`config.mk`:
```
export PLATFORM = sky130hd
export DESIGN_NAME = button_debounce_multiclick_core_flat
export DESIGN_NICKNAME = d
export VERILOG_FILES = /design/src/hw/rtl/bdm_pkg.sv /design/src/hw/rtl/bdm_ifs.sv /design/src/hw/rtl/bdm_cfg_regs.sv /design/src/hw/rtl/bdm_fsm.sv /design/src/hw/rtl/button_debounce_multiclick_core.sv /design/src/flat_wrapper.sv
export SDC_FILE = /design/constraint.sdc
export NUM_CORES = 1
export LEC_CHECK = 0
export BUFFER_PORTS_ARGS = -buffer_cell sky130_fd_sc_hd__buf_4
export CAP_MARGIN = 20
export CORE_ASPECT_RATIO = 1.75
export CORE_MARGIN = 4
export CORE_UTILIZATION = 30
export CTS_CLUSTER_SIZE = 10
export DETAILED_ROUTE_END_ITERATION = 6
export GPL_TIMING_DRIVEN = 0
export SLEW_MARGIN = 20
export SYNTH_ARGS = -nofsm -noshare
export SYNTH_HDL_FRONTEND = slang
export SYNTH_SLANG_ARGS = --single-unit
```
`constraint.sdc`:
```
create_clock -name clk -period 7.16 [get_ports clk]
set_clock_uncertainty 0.05 [all_clocks]
set_input_delay 0.716 -clock clk [delete_from_list [all_inputs] [get_ports clk]]
set_output_delay 0.716 -clock clk [all_outputs]
set_load 0.02 [all_outputs]
```
`src/hw/rtl/bdm_pkg.sv`:
```
// Shared types and constants for the button debounce and multi-click block.
package bdm_pkg;

  localparam int unsigned TIME_MS_W      = 32;
  localparam int unsigned TIME_WIDTH_DEF = 32;
  localparam int unsigned CFG_MS_W       = 16;
  localparam int unsigned CFG_IDX_W      = 1;
  localparam int unsigned COUNT_W        = 8;
  localparam int unsigned KIND_W         = 2;

  localparam logic [CFG_MS_W-1:0] DEBOUNCE_MS_RST   = 16'd50;
  localparam logic [CFG_MS_W-1:0] MULTICLICK_MS_RST = 16'd500;

  typedef enum logic [CFG_IDX_W-1:0] {
    CFG_DEBOUNCE   = 1'b0,
    CFG_MULTICLICK = 1'b1
  } cfg_idx_t;

  typedef enum logic [2:0] {
    PH_LOW      = 3'd0,
    PH_DEB_UP   = 3'd1,
    PH_HIGH     = 3'd2,
    PH_LONG     = 3'd3,
    PH_DEB_DOWN = 3'd4
  } phase_t;

  typedef enum logic [KIND_W-1:0] {
    EV_LOW   = 2'd0,
    EV_HIGH  = 2'd1,
    EV_LONG  = 2'd2,
    EV_MULTI = 2'd3
  } ev_kind_t;

  typedef struct packed {
    logic [CFG_MS_W-1:0] debounce_ms;
    logic [CFG_MS_W-1:0] multiclick_ms;
  } cfg_t;

  typedef struct packed {
    logic                 valid;
    ev_kind_t             kind;
    logic [COUNT_W-1:0]   count;
    logic [TIME_MS_W-1:0] time_ms;
  } event_t;

endpackage

```
`src/hw/rtl/bdm_ifs.sv`:
```
// Valid/ready channel interfaces for pin samples and button events.
interface bdm_in_if;
  logic                          valid;
  logic                          ready;
  logic                          pin_level;
  logic [bdm_pkg::TIME_MS_W-1:0] time_ms;

  modport source (output valid, output pin_level, output time_ms, input ready);
  modport sink (input valid, input pin_level, input time_ms, output ready);
endinterface

interface bdm_out_if;
  logic                          valid;
  logic                          ready;
  logic [bdm_pkg::KIND_W-1:0]    event_kind;
  logic [bdm_pkg::COUNT_W-1:0]   event_count;
  logic [bdm_pkg::TIME_MS_W-1:0] event_time;

  modport source (output valid, output event_kind, output event_count, output event_time,
                  input ready);
  modport sink (input valid, input event_kind, input event_count, input event_time,
                output ready);
endinterface

```
`src/hw/rtl/bdm_cfg_regs.sv`:
```
// Configuration registers for debounce time and multi-click delay.
module bdm_cfg_regs (
  input  logic                           clk,
  input  logic                           rst_n,
  input  logic                           cfg_we,
  input  logic [bdm_pkg::CFG_IDX_W-1:0]  cfg_index,
  input  logic [bdm_pkg::CFG_MS_W-1:0]   cfg_data,
  output bdm_pkg::cfg_t                  cfg
);

  bdm_pkg::cfg_t cfg_r;
  bdm_pkg::cfg_t cfg_nxt;

  always_comb begin
    cfg_nxt = cfg_r;
    if (cfg_we) begin
      unique case (bdm_pkg::cfg_idx_t'(cfg_index))
        bdm_pkg::CFG_DEBOUNCE:   cfg_nxt.debounce_ms   = cfg_data;
        bdm_pkg::CFG_MULTICLICK: cfg_nxt.multiclick_ms = cfg_data;
        default:                 cfg_nxt = cfg_r;
      endcase
    end
  end

  always_ff @(posedge clk) begin
    if (!rst_n) begin
      cfg_r.debounce_ms   <= bdm_pkg::DEBOUNCE_MS_RST;
      cfg_r.multiclick_ms <= bdm_pkg::MULTICLICK_MS_RST;
    end else begin
      cfg_r <= cfg_nxt;
    end
  end

  assign cfg = cfg_r;

endmodule

```
`src/hw/rtl/bdm_fsm.sv`:
```
// Phase machine that debounces the pin and detects presses, long presses and multi-clicks.
module bdm_fsm #(
  parameter int unsigned TIME_WIDTH = bdm_pkg::TIME_WIDTH_DEF
) (
  input  logic                  clk,
  input  logic                  rst_n,
  input  logic                  step_en,
  input  logic                  level,
  input  logic [TIME_WIDTH-1:0] now,
  input  bdm_pkg::cfg_t         cfg,
  output bdm_pkg::event_t       ev
);

  bdm_pkg::phase_t               phase_r, phase_nxt;
  logic                          last_level_r, last_level_nxt;
  logic [bdm_pkg::COUNT_W-1:0]   press_count_r, press_count_nxt;
  logic [TIME_WIDTH-1:0]         debounce_start_r, debounce_start_nxt;
  logic [TIME_WIDTH-1:0]         click_start_r, click_start_nxt;

  logic                          edge_ok;
  logic                          rise;
  logic                          fall;
  logic [TIME_WIDTH-1:0]         el_deb;
  logic [TIME_WIDTH-1:0]         el_click;
  logic                          deb_done;
  logic                          click_over;
  logic [bdm_pkg::COUNT_W-1:0]   count_inc;

  assign edge_ok    = (phase_r != bdm_pkg::PH_DEB_UP) && (phase_r != bdm_pkg::PH_DEB_DOWN);
  assign rise       = edge_ok && level && !last_level_r;
  assign fall       = edge_ok && !level && last_level_r;
  assign el_deb     = now - debounce_start_r;
  assign el_click   = now - click_start_r;
  assign deb_done   = el_deb >= TIME_WIDTH'(cfg.debounce_ms);
  assign click_over = el_click > TIME_WIDTH'(cfg.multiclick_ms);
  assign count_inc  = press_count_r + bdm_pkg::COUNT_W'(1);

  always_comb begin
    phase_nxt          = phase_r;
    last_level_nxt     = edge_ok ? level : last_level_r;
    press_count_nxt    = press_count_r;
    debounce_start_nxt = debounce_start_r;
    click_start_nxt    = click_start_r;
    ev.valid           = 1'b0;
    ev.kind            = bdm_pkg::EV_LOW;
    ev.count           = '0;
    ev.time_ms         = bdm_pkg::TIME_MS_W'(now);
    unique case (phase_r)
      bdm_pkg::PH_DEB_DOWN: begin
        if (deb_done) begin
          phase_nxt = bdm_pkg::PH_LOW;
          ev.valid  = 1'b1;
          ev.kind   = bdm_pkg::EV_LOW;
        end
      end
      bdm_pkg::PH_LOW: begin
        if ((press_count_r != '0) && click_over) begin
          ev.valid        = 1'b1;
          ev.kind         = bdm_pkg::EV_MULTI;
          ev.count        = press_count_r;
          press_count_nxt = '0;
        end
        if (rise) begin
          phase_nxt          = bdm_pkg::PH_DEB_UP;
          debounce_start_nxt = now;
        end
      end
      bdm_pkg::PH_DEB_UP: begin
        if (deb_done) begin
          phase_nxt       = bdm_pkg::PH_HIGH;
          click_start_nxt = now;
          press_count_nxt = count_inc;
          ev.valid        = 1'b1;
          ev.kind         = bdm_pkg::EV_HIGH;
          ev.count        = count_inc;
        end
      end
      bdm_pkg::PH_HIGH: begin
        if (click_over) begin
          phase_nxt       = bdm_pkg::PH_LONG;
          press_count_nxt = '0;
          ev.valid        = 1'b1;
          ev.kind         = bdm_pkg::EV_LONG;
        end else if (fall) begin
          phase_nxt          = bdm_pkg::PH_DEB_DOWN;
          debounce_start_nxt = now;
        end
      end
      bdm_pkg::PH_LONG: begin
        if (fall) begin
          phase_nxt          = bdm_pkg::PH_DEB_DOWN;
          debounce_start_nxt = now;
        end
      end
      default: begin
        phase_nxt = phase_r;
      end
    endcase
  end

  always_ff @(posedge clk) begin
    if (!rst_n) begin
      phase_r          <= bdm_pkg::PH_LOW;
      last_level_r     <= 1'b0;
      press_count_r    <= '0;
      debounce_start_r <= '0;
      click_start_r    <= '0;
    end else if (step_en) begin
      phase_r          <= phase_nxt;
      last_level_r     <= last_level_nxt;
      press_count_r    <= press_count_nxt;
      debounce_start_r <= debounce_start_nxt;
      click_start_r    <= click_start_nxt;
    end
  end

endmodule

```
`src/hw/rtl/button_debounce_multiclick_core.sv`:
```
// Top level of the push-button debouncer with multi-click and long-press detection.
// Usage: each transaction on in_chan carries one raw pin sample and the current
// millisecond time. Results leave on out_chan as events: confirmed low, confirmed
// high with the press count, long press, or multi-click with the press count.
// A sample causes at most one event; samples that cause none produce no transaction.
// The cfg port writes the debounce time (index 0) and the multi-click delay
// (index 1); it should only be written while no sample is in flight.
// Path: a sample accepted on in_chan is held in an input register, processed by the
// phase machine once the output register is free, and its event is then offered
// on out_chan from the output register.
// Throughput: one sample per cycle while out_chan is not stalled, set by the single
// processing step between the input register and the output register.
// Reset: rst_n is synchronous and active low; it empties both registers, puts
// the machine in the confirmed low phase with no presses counted, and restores
// a debounce time of 50 ms and a multi-click delay of 500 ms.
// Stall: while out_chan is stalled with an event waiting, one more sample is
// held in the input register and in_chan then deasserts ready.
module button_debounce_multiclick_core #(
  parameter int unsigned TIME_WIDTH = bdm_pkg::TIME_WIDTH_DEF
) (
  input  logic                          clk,
  input  logic                          rst_n,
  bdm_in_if.sink                        in_chan,
  bdm_out_if.source                     out_chan,
  input  logic                          cfg_we,
  input  logic [bdm_pkg::CFG_IDX_W-1:0] cfg_index,
  input  logic [bdm_pkg::CFG_MS_W-1:0]  cfg_data
);

  bdm_pkg::cfg_t                 cfg;
  bdm_pkg::event_t               ev;

  logic                          s1_vld_r, s1_vld_nxt;
  logic                          s1_level_r;
  logic [bdm_pkg::TIME_MS_W-1:0] s1_time_r;
  logic                          out_vld_r, out_vld_nxt;
  bdm_pkg::event_t               out_ev_r;

  logic                          out_free;
  logic                          step;
  logic                          in_acc;

  assign out_free = !out_vld_r || out_chan.ready;
  assign step     = s1_vld_r && out_free;
  assign in_chan.ready = !s1_vld_r || out_free;
  assign in_acc   = in_chan.valid && in_chan.ready;

  bdm_cfg_regs u_cfg (
    .clk       (clk),
    .rst_n     (rst_n),
    .cfg_we    (cfg_we),
    .cfg_index (cfg_index),
    .cfg_data  (cfg_data),
    .cfg       (cfg)
  );

  bdm_fsm #(
    .TIME_WIDTH (TIME_WIDTH)
  ) u_fsm (
    .clk     (clk),
    .rst_n   (rst_n),
    .step_en (step),
    .level   (s1_level_r),
    .now     (TIME_WIDTH'(s1_time_r)),
    .cfg     (cfg),
    .ev      (ev)
  );

  always_comb begin
    s1_vld_nxt = in_acc ? 1'b1 : (step ? 1'b0 : s1_vld_r);
    if (step && ev.valid) begin
      out_vld_nxt = 1'b1;
    end else if (out_chan.ready) begin
      out_vld_nxt = 1'b0;
    end else begin
      out_vld_nxt = out_vld_r;
    end
  end

  always_ff @(posedge clk) begin
    if (!rst_n) begin
      s1_vld_r  <= 1'b0;
      out_vld_r <= 1'b0;
    end else begin
      s1_vld_r  <= s1_vld_nxt;
      out_vld_r <= out_vld_nxt;
    end
  end

  always_ff @(posedge clk) begin
    if (in_acc) begin
      s1_level_r <= in_chan.pin_level;
      s1_time_r  <= in_chan.time_ms;
    end
    if (step && ev.valid) begin
      out_ev_r <= ev;
    end
  end

  assign out_chan.valid       = out_vld_r;
  assign out_chan.event_kind  = out_ev_r.kind;
  assign out_chan.event_count = out_ev_r.count;
  assign out_chan.event_time  = out_ev_r.time_ms;

  a_zero_count: assert property (@(posedge clk) disable iff (!rst_n)
    out_vld_r && ((out_ev_r.kind == bdm_pkg::EV_LOW) || (out_ev_r.kind == bdm_pkg::EV_LONG))
    |-> (out_ev_r.count == '0))
    else $error("low or long-press event carries a non-zero count");

  a_multi_count: assert property (@(posedge clk) disable iff (!rst_n)
    out_vld_r && (out_ev_r.kind == bdm_pkg::EV_MULTI) |-> (out_ev_r.count != '0))
    else $error("multi-click event with no presses");

  a_event_source: assert property (@(posedge clk) disable iff (!rst_n)
    $rose(out_vld_r) |-> $past(s1_vld_r))
    else $error("event produced without a sample in the input register");

  a_hold_sample: assert property (@(posedge clk) disable iff (!rst_n)
    s1_vld_r && !out_free |=> s1_vld_r && $stable(s1_time_r))
    else $error("held sample lost while the output was stalled");

endmodule

```
`src/flat_wrapper.sv`:
```
// flat-port wrapper written by rule: the top's interface ports become plain ports
module button_debounce_multiclick_core_flat 
#(
  parameter int unsigned TIME_WIDTH = bdm_pkg::TIME_WIDTH_DEF
)
  (clk, rst_n, cfg_we, cfg_index, cfg_data, in_chan_valid, in_chan_pin_level, in_chan_time_ms, in_chan_ready, out_chan_valid, out_chan_event_kind, out_chan_event_count, out_chan_event_time, out_chan_ready);
  bdm_in_if in_chan_i ();
  bdm_out_if out_chan_i ();
  input  logic clk;
  input  logic rst_n;
  input  logic cfg_we;
  input  logic [bdm_pkg::CFG_IDX_W-1:0] cfg_index;
  input  logic [bdm_pkg::CFG_MS_W-1:0] cfg_data;
  input wire logic [$bits(in_chan_i.valid)-1:0] in_chan_valid;
  input wire logic [$bits(in_chan_i.pin_level)-1:0] in_chan_pin_level;
  input wire logic [$bits(in_chan_i.time_ms)-1:0] in_chan_time_ms;
  output wire logic [$bits(in_chan_i.ready)-1:0] in_chan_ready;
  output wire logic [$bits(out_chan_i.valid)-1:0] out_chan_valid;
  output wire logic [$bits(out_chan_i.event_kind)-1:0] out_chan_event_kind;
  output wire logic [$bits(out_chan_i.event_count)-1:0] out_chan_event_count;
  output wire logic [$bits(out_chan_i.event_time)-1:0] out_chan_event_time;
  input wire logic [$bits(out_chan_i.ready)-1:0] out_chan_ready;
  assign in_chan_i.valid = in_chan_valid;
  assign in_chan_i.pin_level = in_chan_pin_level;
  assign in_chan_i.time_ms = in_chan_time_ms;
  assign in_chan_ready = in_chan_i.ready;
  assign out_chan_valid = out_chan_i.valid;
  assign out_chan_event_kind = out_chan_i.event_kind;
  assign out_chan_event_count = out_chan_i.event_count;
  assign out_chan_event_time = out_chan_i.event_time;
  assign out_chan_i.ready = out_chan_ready;
  button_debounce_multiclick_core #(.TIME_WIDTH(TIME_WIDTH)) u_core (.clk(clk), .rst_n(rst_n), .in_chan(in_chan_i), .out_chan(out_chan_i), .cfg_we(cfg_we), .cfg_index(cfg_index), .cfg_data(cfg_data));
endmodule
```
==> impl_results.md, run 1 <==
* Max Slew Vio Count at 0
* Sequential power share at 0.432
* Sequential-to-total area share from yosys stat at 0.380
* Crit-path max cell delay at 480 ps
* Status: finished, final reports clean
* Kind of critical path: register to register
* Count of final hold-check violations at 0
* Fmax at 163 MHz
* Rows at 95
* Grt met3 use at 0.0207
* Gr ovfl total at 0
* Largest family of logic cells by synthesized area: compound AO/OA/AOI/OAI gates
* Sw frac at 0.324
* Leakage at 5.01 nW
* Area grow syn2layout at 17.2%
* Antenna violations before repair at 0
* Area leader, netlist: edfxtp_1
* Initial Utilization at 0.304
* Sw power at 0.885 mW
* Resize count post-CTS at 0
* Worst vdd ir at 0.153 mV
* Overall via count from detail_route at 10600
* Adder-cell area share of the yosys netlist at 0.106
* DIE HEIGHT at 269 um
* Worst slew margin at 0.498
* Postcts setup bufs at 0
* Sequential cell area at 4450 um2
* Main synth FF type: dfxtp_1
* Synth area leaders: edfxtp_1 (19%), dfxtp_1 (19%), ha_1 (10%), nand2_1 (6.6%), a21oi_1 (6.3%)
* GR met2 Demand/Resource at 0.303
* Final Routed Wirelength at 36300 um
* DR vias/cell at 5.30
* Clock power share at 0.356
* CTS tree: yes
* Post-synthesis compound-gate area fraction at 0.208
* Simple-Gate Fraction of Synth Area at 0.174
* Nature of the critical path endpoint: register
* Synthesized flop and latch total at 185
* Worst R2R Start: u_core.s1_time_r[0]$_DFFE_PP_
* Antenna Nets Post-Route at 0
* Antenna Cells at 0
* Top Ports at 99
* Fin crit share at 0.859
* Unrepaired setup endpoints after global routing: false
* Crit-path slowest cell: or4_1
* Share of cells above drive strength 1 at 0.113
* Ys Warns at 0
* Worst R2R Setup Slack at 1010 ps
* Gate power share at 0.213
* DRC errors left at 0
* Worst-case clock buffer depth at 2
* Final Setup Violations at 0
* Critical hold path startpoint: in_chan_time_ms[20]
* WHS Endpoint: u_core.s1_time_r[20]$_DFFE_PP_
* Clk sinks at 185
* Port Buffer Count at 97
* Post-synthesis mux area share at 0.0328
* Startpoint types: register
* Area after DPL at 13100 um2
* First-pass GRT wire length at 56000 um
* FF-to-FF End: u_core.u_fsm.debounce_start_r[25]$_SDFFE_PN0P_
* Top Usage Layer GRT: met2
* Top cell type's share of synthesized area at 0.192
* Root buffer cell: clkbuf_16
* Syn Inst Count at 1380
* Post-Layout Inst Area at 13700 um2
* Global placement routability congestion at 0.933
* Hold path cells at 1
* Critical Path, Cell by Cell: inv_1 -> ha_1 -> fa_1 -> nand2b_1 -> a21oi_1 -> o21ai_0 -> o21ai_0 -> xor2_1 -> ha_1 -> nand4_1 -> nor3_1 -> a21boi_1 -> or4_1 -> a21o_1 -> a2111o_1 -> nor4_2 -> nand4_2 -> a21o_1 -> a211oi_4 -> buf_6 -> mux2i_1
* Pwr dens at 199 nW/um2
* WP data arrival at 6460 ps
* CTS H-tree depth at 4
* Post-synth EDFFs at 75
* Post-synthesis cell area at 11700 um2
* Worst-path clk slew at 80 ps
* Post-route minimum period at 6150 ps
* Yosys cell types at 78
* Largest net degree at the start of global routing at 23
* Worst Path Required at 7470 ps
* Worst Max-Slew Pin Slew at 743 ps
* 1st-iter DRT viols at 639
* Max FO, Critical Path at 10
* Drt first pass iters at 5
* Synth Net Count at 1533
* Post-Synth XOR/XNOR Area at 0.0337
* Vias in the first global route at 10600
* Die area at 42400 um2
* Wirelength per Cell at 18.2 um
* Multi-input logic area at 6490 um2
* Total core area at 38500 um2
* Worst Reg-to-Reg Cells at 21
* Clock buffer count from CTS at 17
* Cts hold-fix bufs at 0
* Hpwl dp at 29000 um
* Final TNS setup at 0 ps
* Die X at 157 um
* Syn_area_per_cell at 8.49 um2
* Post-layout power at 2.73 mW
* Async set-reset flop share out of synthesis at 0
* Met1 GRT Util at 0.193
* Fin nets at 1651
* Int Pwr at 1.84 mW
* Maxcap violations at 0
* Post-route core utilization at 0.356
* Filler cells at 3983
* GR Util All Layers at 0.167
* Skew-Pair Late Insertion Delay at 440 ps
* Hold crit path type: input port to register
==> power groups by stage <==
stage | clock (mW) | sequential [mW] | combinational [mW]
3_3_place_gp | 0 | 1.20 | 0.565
6_report | 0.970 | 1.18 | 0.581
4_1_cts | 0.985 | 1.18 | 0.581
2_1_floorplan | 0 | 1.19 | 0.406
3_5_place_dp | 0 | 1.20 | 0.577
5_1_grt | 1.03 | 1.18 | 0.648
==> logic make-up (layout without fill, tap and decap cells) <==
group | after synthesis | count (layout)
AO/OA/AOI/OAI | 394 | 394
XOR/XNOR | 45 | 45
adder cells (fa/ha/maj) | 98 | 98
buffers and inverters | 188 | 319
flip-flops | 185 | 185
multiplexers | 38 | 38
AND/OR/NAND/NOR | 432 | 432
==> flip-flops by register name, indices dropped and copies added, names as in the netlist <==
signal,cells
u_core.out_chan.valid,1
u_core.s1_time_r,32
u_core.u_fsm.debounce_start_r,32
u_core.u_fsm.click_start_r,32
u_core.u_fsm.last_level_r,1
u_core.out_chan.event_count,8
u_core.out_chan.event_kind,2
u_core.u_cfg.cfg,32
u_core.u_fsm.press_count_r,8
u_core.out_chan.event_time,32
u_core.s1_level_r,1
u_core.u_fsm.phase_r,3
u_core.s1_vld_r,1
==> worst max path at each step <==
stage / startpoint / end / slack, ps / cells after the start
after floorplan: u_core.s1_time_r[0]$_DFFE_PP_ / u_core.out_chan.event_count[0]$_DFFE_PP_ / 1410 / 21
after detailed placement: u_core.s1_time_r[0]$_DFFE_PP_ / u_core.out_chan.event_kind[0]$_DFFE_PP_ / 1100 / 22
final: u_core.s1_time_r[0]$_DFFE_PP_ / u_core.u_fsm.debounce_start_r[25]$_SDFFE_PN0P_ / 1010 / 21
after global placement: u_core.s1_time_r[0]$_DFFE_PP_ / u_core.out_chan.event_time[5]$_DFFE_PP_ / -500 / 19
after CTS: u_core.s1_time_r[0]$_DFFE_PP_ / u_core.u_fsm.debounce_start_r[25]$_SDFFE_PN0P_ / 990 / 21
after global routing: u_core.s1_time_r[0]$_DFFE_PP_ / u_core.out_chan.event_count[1]$_DFFE_PP_ / 620 / 22
==> cells in the mapped netlist, types with 7 or more instances <==
| library cell | instances |
|---|---|
| o211ai_1 | 27 |
| xnor2_1 | 29 |
| nand3_1 | 58 |
| o21ai_0 | 83 |
| dfxtp_1 | 110 |
| clkbuf_1 | 49 |
| nand2_1 | 206 |
| buf_2 | 10 |
| a21o_1 | 25 |
| a211oi_1 | 11 |
| buf_6 | 7 |
| nor4_1 | 10 |
| inv_1 | 119 |
| a31oi_1 | 9 |
| xor2_1 | 16 |
| o21ai_1 | 13 |
| nand2b_1 | 10 |
| nor3_1 | 17 |
| mux2i_1 | 35 |
| nor2b_1 | 7 |
| ha_1 | 96 |
| edfxtp_1 | 75 |
| a21oi_1 | 147 |
| o21a_1 | 17 |
| o21bai_1 | 7 |
| and3_1 | 8 |
| nor2_1 | 55 |
| nand4_1 | 24 |
==> layout make-up <==
type,count,share of cell area
clock buffers,17,0.0310
multi-input cells,1007,0.473
flip-flops and latches,185,0.325
well taps,485,0.0442
clock inverters,15,0.0137
inverters,119,0.0325
plain buffers,69,0.0237
repair buffers,99,0.0571
==> worst max-delay path: cells and delay by family, from the launching register on <==
kind,cells,cell delay [ps]
AO/OA/AOI/OAI,8,2360
AND/OR/NAND/NOR,6,1530
adder cells (fa/ha/maj),3,940
flip-flops,1,460
buffers and inverters,2,350
multiplexers,1,210
XOR/XNOR,1,180
==> per-stage QoR <==
stage          hold slack [ps]  worst slack [ps]  cells
6_report                   393              1010   1996
5_1_grt                    379               616   1996
4_1_cts                    380               995   1996
3_5_place_dp               398              1100   1964
3_3_place_gp               394              -500   1962
2_1_floorplan              385              1410   1380
==> cells in the final DEF, fill, tap and decap left out, drive strengths merged, types with 25 or more instances in the layout <==
cell type / Yosys / routed
a21o: 25 / 25
xnor2: 29 / 29
inv: 119 / 128
nand4: 25 / 25
o21ai: 97 / 97
nor2: 55 / 55
nand3: 58 / 58
buf: 19 / 118
clkbuf: 50 / 67
edfxtp: 75 / 75
mux2i: 35 / 35
ha: 96 / 96
nand2: 206 / 206
a21oi: 149 / 149
dfxtp: 110 / 110
o211ai: 27 / 27
==> layer usage <==
metal / vias to the layer above / part of all wire
met5: - / 0
met4: 0 / 0.040
met3: 71 / 0.048
met2: 314 / 0.51
met1: 5001 / 0.40
li1: 5185 / -
Power figures use the tool's default switching activity.
==> run 2, diff against run 1 <==
--- a/config.mk
+++ b/config.mk
@@ -10,6 +10,7 @@
 export CORE_ASPECT_RATIO = 1.75
 export CORE_MARGIN = 4
 export CORE_UTILIZATION = 30
+export CTS_BUF_LIST = sky130_fd_sc_hd__clkbuf_2 sky130_fd_sc_hd__clkbuf_4 sky130_fd_sc_hd__clkbuf_8
 export CTS_CLUSTER_SIZE = 10
 export DETAILED_ROUTE_END_ITERATION = 6
 export GPL_TIMING_DRIVEN = 0
==> impl_results.md, run 2 (same netlist as run 1, synthesis figures left out) <==
* Status: finished, final reports clean
* DIE HEIGHT at 269 um (unchanged)
* Commonest non-fill, non-tap cell in the layout: nand2_1
* Final Routed Wirelength at 36300 um (-0.21%)
* Fin nets at 1651 (unchanged)
* CP delay by family, top: compound AO/OA/AOI/OAI gates
* Rows at 95 (unchanged)
* Nature of the critical path endpoint: register
* Share of cells above drive strength 1 at 0.113 (unchanged)
* Postcts setup bufs at 0 (unchanged)
* Crit path capture: u_core.u_fsm.debounce_start_r[25]$_SDFFE_PN0P_
* Worst Reg-to-Reg Cells at 21 (unchanged)
* Worst slew margin at 0.473 (-0.0256)
* Worst R2R Setup Slack at 1040 ps (+30 ps)
* Cts hold-fix bufs at 0 (unchanged)
* Antenna Nets Post-Route at 0 (unchanged)
* Worst R2R Start: u_core.s1_time_r[0]$_DFFE_PP_
* Fin crit share at 0.855 (-0.00361)
* Worst-path clk slew at 120 ps (+40 ps)
* Hold crit path type: input port to register
* Most frequent cells in the layout: nand2_1 (206), a21oi_1 (147), inv_1 (119)
* DRC errors left at 0 (unchanged)
* Kind of critical path: register to register
* Worst Path Required at 7520 ps (+50 ps)
* Initial Utilization at 0.304 (unchanged)
* Die X at 157 um (unchanged)
* GR Util All Layers at 0.167 (-0.000335)
* Critical Path, Cell by Cell: inv_1 -> ha_1 -> fa_1 -> nand2b_1 -> a21oi_1 -> o21ai_0 -> o21ai_0 -> xor2_1 -> ha_1 -> nand4_1 -> nor3_1 -> a21boi_1 -> or4_1 -> a21o_1 -> a2111o_1 -> nor4_2 -> nand4_2 -> a21o_1 -> a211oi_4 -> buf_6 -> mux2i_1
* Leakage at 4.93 nW (-1.7%)
* FF-to-FF End: u_core.u_fsm.debounce_start_r[25]$_SDFFE_PN0P_
* Crit-path max cell delay at 480 ps (about the same)
* Clock buffer count from CTS at 17 (unchanged)
* Skew-Pair Late Insertion Delay at 490 ps (+50 ps)
* Area grow syn2layout at 15.5%
* Worst vdd ir at 0.122 mV (-20%)
* CP Buf/Inv Count at 2 (unchanged)
* Port Buffer Count at 97 (unchanged)
* Maxcap violations at 0 (unchanged)
* Worst-case clock buffer depth at 2 (unchanged)
* CTS H-tree depth at 4 (unchanged)
* Die area at 42400 um2 (unchanged)
* Root buffer cell: clkbuf_8
* Non-Filler Instances at 1996 (unchanged)
* Post-route minimum period at 6120 ps (-25.8 ps)
* CP startpoint: u_core.s1_time_r[0]$_DFFE_PP_
* Max FO, Critical Path at 10 (unchanged)
* Unrepaired setup endpoints after global routing: false
* CTS tree: yes
* Count of final hold-check violations at 0 (unchanged)
* Hpwl dp at 29000 um (unchanged)
* Pwr dens at 185 nW/um2 (-7.1%)
* Antenna violations before repair at 0 (unchanged)
* Drt first pass iters at 5 (unchanged)
* DP Cell Count at 1964 (unchanged)
* Max Slew Vio Count at 0 (unchanged)
* Startpoint types: register
* First-pass GRT wire length at 55900 um (-0.22%)
* Overall via count from detail_route at 10600 (+0.44%)
* Total core area at 38500 um2 (unchanged)
* Logic depth of the worst path, buffers included at 21 (unchanged)
* Vias in the first global route at 10600 (+0.076%)
* Largest net degree at the start of global routing at 23 (unchanged)
* Gr ovfl total at 0 (unchanged)
* WP data arrival at 6480 ps (+20 ps)
* Worst Max-Slew Pin Slew at 789 ps (+46.2 ps)
* Clk sinks at 185 (unchanged)
* 1st-iter DRT viols at 609 (-4.7%)
* Fmax at 163 MHz (+0.42%)
* Global placement routability congestion at 0.933 (unchanged)
* Top Ports at 99 (unchanged)
* DR vias/cell at 5.32 (+0.44%)
* Post-layout power at 2.50 mW (-8.4%)
* Final Setup Violations at 0 (unchanged)
* Crit-path slowest cell: edfxtp_1
* Wirelength per Cell at 18.2 um (-0.21%)
* Antenna Cells at 0 (unchanged)
* Resize count post-CTS at 0 (unchanged)
==> run 2: changes by cell type in the layout (fill, tap and decap cells not counted) <==
cell,previous run,this run
clkbuf_16,17,0
clkbuf_8,0,17
==> run 2: routing by layer <==
metal  track usage  routed length [um]  vias up
met5             0                   0        -
met4        0.0736                1460        0
met3        0.0197                1640       82
met2         0.302               18500      314
met1         0.194               14700     5049
li1              -                   -     5172
==> run 2: layout make-up <==
type | instances | area [um2]
Tap cell | 485 | 607
Clock buffer | 17 | 234
Fill cell | 4015 | 25000
Sequential cell | 185 | 4450
Clock inverter | 15 | 188
Inverter | 119 | 447
Buffer | 69 | 325
Multi-Input combinational cell | 1007 | 6490
Timing Repair Buffer | 99 | 783
==> run 2: worst reg2reg max path: cells and delay by family (launching register included) <==
family	cells	cell delay, ps
AND/OR/NAND/NOR	6	1490
flip-flops	1	480
adder cells (fa/ha/maj)	3	930
buffers and inverters	2	360
XOR/XNOR	1	180
AO/OA/AOI/OAI	8	2340
multiplexers	1	210
==> run 2: per-stage QoR <==
step	hold WS (ps)	util	worst slack [ps]	area (um2)	setup TNS, ps
2_1_floorplan	385	-	1410	11700	0
3_3_place_gp	394	0.339	-500	13000	-20850
3_5_place_dp	398	0.340	1100	13100	0
4_1_cts	319	0.351	1010	13500	0
5_1_grt	318	0.351	613	13500	0
6_report	341	0.351	1040	13500	0
==> run 2: worst min path at each step <==
stage / endpoint / cells past startpoint / slack, ps / startpoint
after detailed placement: u_core.u_cfg.cfg[22]$_SDFFE_PN0P_ / 2 / 400 / u_core.u_cfg.cfg[22]$_SDFFE_PN0P_
after global routing: u_core.s1_time_r[31]$_DFFE_PP_ / 1 / 320 / in_chan_time_ms[31]
final: u_core.s1_level_r$_DFFE_PP_ / 1 / 340 / in_chan_pin_level
after CTS: u_core.s1_time_r[17]$_DFFE_PP_ / 1 / 320 / in_chan_time_ms[17]
after floorplan: u_core.u_fsm.debounce_start_r[10]$_SDFFE_PN0P_ / 2 / 380 / u_core.u_fsm.debounce_start_r[10]$_SDFFE_PN0P_
after global placement: u_core.u_fsm.debounce_start_r[2]$_SDFFE_PN0P_ / 2 / 390 / u_core.u_fsm.debounce_start_r[2]$_SDFFE_PN0P_
==> run 2: power breakdown <==
group          leakage, nW  total (mW)  internal [mW]  switching [mW]
logic                 3.12       0.580          0.229           0.352
registers             1.60        1.18           1.14          0.0429
clock network        0.211       0.740          0.274           0.466
==> run 3, diff against run 2 <==
--- a/config.mk
+++ b/config.mk
@@ -5,14 +5,14 @@
 export SDC_FILE = /design/constraint.sdc
 export NUM_CORES = 1
 export LEC_CHECK = 0
-export BUFFER_PORTS_ARGS = -buffer_cell sky130_fd_sc_hd__buf_4
 export CAP_MARGIN = 20
 export CORE_ASPECT_RATIO = 1.75
 export CORE_MARGIN = 4
-export CORE_UTILIZATION = 30
+export CORE_UTILIZATION = 40
 export CTS_BUF_LIST = sky130_fd_sc_hd__clkbuf_2 sky130_fd_sc_hd__clkbuf_4 sky130_fd_sc_hd__clkbuf_8
 export CTS_CLUSTER_SIZE = 10
 export DETAILED_ROUTE_END_ITERATION = 6
+export DONT_BUFFER_PORTS = 1
 export GPL_TIMING_DRIVEN = 0
 export SLEW_MARGIN = 20
 export SYNTH_ARGS = -nofsm -noshare
==> impl_results.md, run 3 (same netlist as run 1, synthesis figures left out) <==
* Sequential cell area at 4450 um2 (unchanged)
* Antenna violations before repair at 0 (unchanged)
* Final TNS setup at 0 ps (unchanged)
* FF-to-FF End: u_core.out_chan.event_time[30]$_DFFE_PP_
* WP data arrival at 6610 ps (+130 ps)
* Share of cells above drive strength 1 at 0.0495 (-0.0637)
* Fmax at 156 MHz (-4.6%)
* Post-route core utilization at 0.440 (+0.0882)
* Total core area at 28700 um2 (-25%)
* Initial Utilization at 0.408 (+0.104)
* Worst Max-Slew Pin Slew at 757 ps (-31.9 ps)
* Hold crit path type: input port to register
* Global placement routability congestion at 0.943 (+1.1%)
* Final Routed Wirelength at 35400 um (-2.5%)
* Antenna Nets Post-Route at 0 (unchanged)
* Critical Path, Cell by Cell: inv_1 -> ha_1 -> inv_1 -> fa_1 -> a211oi_1 -> nor4_1 -> a211oi_4 -> o21ai_1 -> xor2_1 -> ha_1 -> and4_1 -> a21oi_1 -> o211ai_1 -> nor3_1 -> o311ai_0 -> or4b_1 -> nor3b_1 -> nand4_1 -> nand4bb_1 -> a21oi_1 -> nor2_4 -> buf_16
* Count of final hold-check violations at 0 (unchanged)
* Worst slew margin at 0.495 (+0.0225)
* Most frequent cells in the layout: nand2_1 (206), a21oi_1 (147), inv_1 (119)
* Pwr dens at 191 nW/um2 (+3.5%)
* Clk sinks at 185 (unchanged)
* Drt first pass iters at 5 (unchanged)
* Max Slew Vio Count at 0 (unchanged)
* Overall via count from detail_route at 10200 (-3.6%)
* Vias in the first global route at 10100 (-4.8%)
* GR Util All Layers at 0.221 (+0.0545)
* Worst Reg-to-Reg Cells at 22 (+4.8%)
* CP Buf/Inv Count at 3 (+1)
* Worst-path clk slew at 100 ps (-20 ps)
* DRC errors left at 0 (unchanged)
* Area after DPL at 12200 um2 (-6.6%)
* Top Ports at 99 (unchanged)
* Antenna Cells at 0 (unchanged)
* Post-place setup slack at 941 ps (-163 ps)
* CP delay by family, top: simple AND/OR/NAND/NOR gates
* Die area at 32200 um2 (-24%)
* Logic depth of the worst path, buffers included at 22 (+4.8%)
* Worst-case clock buffer depth at 2 (unchanged)
* DIE HEIGHT at 234 um (-13%)
* Crit path capture: u_core.out_chan.event_time[30]$_DFFE_PP_
* Rows at 82 (-14%)
* Post-layout power at 2.41 mW (-3.4%)
* Kind of critical path: register to register
* Root buffer cell: clkbuf_8
* Commonest non-fill, non-tap cell in the layout: nand2_1
* Area grow syn2layout at 7.82%
* Crit-path slowest cell: a211oi_1
* Skew-Pair Late Insertion Delay at 490 ps (about the same)
* CP startpoint: u_core.s1_time_r[0]$_DFFE_PP_
* Die X at 137 um (-13%)
* Nature of the critical path endpoint: register
* Gr ovfl total at 0 (unchanged)
* Post-Layout Inst Area at 12600 um2 (-6.7%)
* Hold slack final at 261 ps (-79.5 ps)
* Multi-input logic area at 6490 um2 (unchanged)
* Max FO, Critical Path at 23 (+13)
* Final Setup Violations at 0 (unchanged)
* Worst R2R Start: u_core.s1_time_r[0]$_DFFE_PP_
* Fin nets at 1554 (-5.9%)
* CTS H-tree depth at 4 (unchanged)
* Worst R2R Setup Slack at 740 ps (-290 ps)
* Leakage at 4.44 nW (-9.9%)
* Worst vdd ir at 0.173 mV (+42%)
* Crit-path max cell delay at 550 ps (+70 ps)
* Status: finished, final reports clean
* First-pass GRT wire length at 54700 um (-2.2%)
* Postcts setup bufs at 0 (unchanged)
* Non-Filler Instances at 1792 (-10%)
* Filler cells at 2953 (-26%)
* CTS tree: yes
* Worst Path Required at 7350 ps (-170 ps)
* DR vias/cell at 5.71 (+7.4%)
* Resize count post-CTS at 0 (unchanged)
* Startpoint types: register
* Cts hold-fix bufs at 0 (unchanged)
* Clock buffer count from CTS at 17 (unchanged)
* Wirelength per Cell at 19.7 um (+8.7%)
* Fin crit share at 0.896 (+0.0409)
* Port Buffer Count at 0 (-100%)
* Hpwl dp at 28300 um (-2.5%)
* Post-route minimum period at 6420 ps (+293 ps)
* 1st-iter DRT viols at 615 (+0.99%)
* Maxcap violations at 0 (unchanged)
* Unrepaired setup endpoints after global routing: false
* Final worst slack at 744 ps (-293 ps)
* DP Cell Count at 1760 (-10%)
* Largest net degree at the start of global routing at 24 (+4.3%)
[run 3: cell types whose count changed in the layout (fill, tap and decap cells not counted), sizes merged]
cell and change:
clkinv +1, clkbuf +1, clkinvlp +1, buf -97, inv -4, bufinv +1
[run 3: worst min-delay path by stage]
stage,to,cells after the start,startpoint
after floorplan,u_core.u_fsm.debounce_start_r[10]$_SDFFE_PN0P_,2,u_core.u_fsm.debounce_start_r[10]$_SDFFE_PN0P_
after global placement,u_core.u_fsm.debounce_start_r[3]$_SDFFE_PN0P_,2,u_core.u_fsm.debounce_start_r[3]$_SDFFE_PN0P_
after detailed placement,u_core.u_fsm.debounce_start_r[3]$_SDFFE_PN0P_,2,u_core.u_fsm.debounce_start_r[3]$_SDFFE_PN0P_
after CTS,u_core.s1_time_r[16]$_DFFE_PP_,0,in_chan_time_ms[16]
after global routing,u_core.s1_time_r[16]$_DFFE_PP_,0,in_chan_time_ms[16]
final,u_core.s1_time_r[2]$_DFFE_PP_,0,in_chan_time_ms[2]
[run 3: layer usage]
metal,track usage,vias up,wire (um)
met5,0,-,0
li1,-,4979,-
met2,0.398,346,18000
met3,0.0399,88,2030
met1,0.239,4822,13300
met4,0.128,0,2070
[run 3: cell type report]
cell class | count | share of cell area
clock inverters | 14 | 0.0109
plain buffers | 69 | 0.0258
clock buffers | 18 | 0.0191
inverters | 119 | 0.0354
repair buffers | 2 | 0.00436
flip-flops and latches | 185 | 0.353
multi-input cells | 1007 | 0.514
well taps | 378 | 0.0375
[run 3: power by group]
group	total (mW)	switching, mW	leakage (nW)	internal (mW)
Clock	0.688	0.402	0.190	0.286
Combinational	0.538	0.333	2.65	0.205
Sequential	1.19	0.0512	1.60	1.14
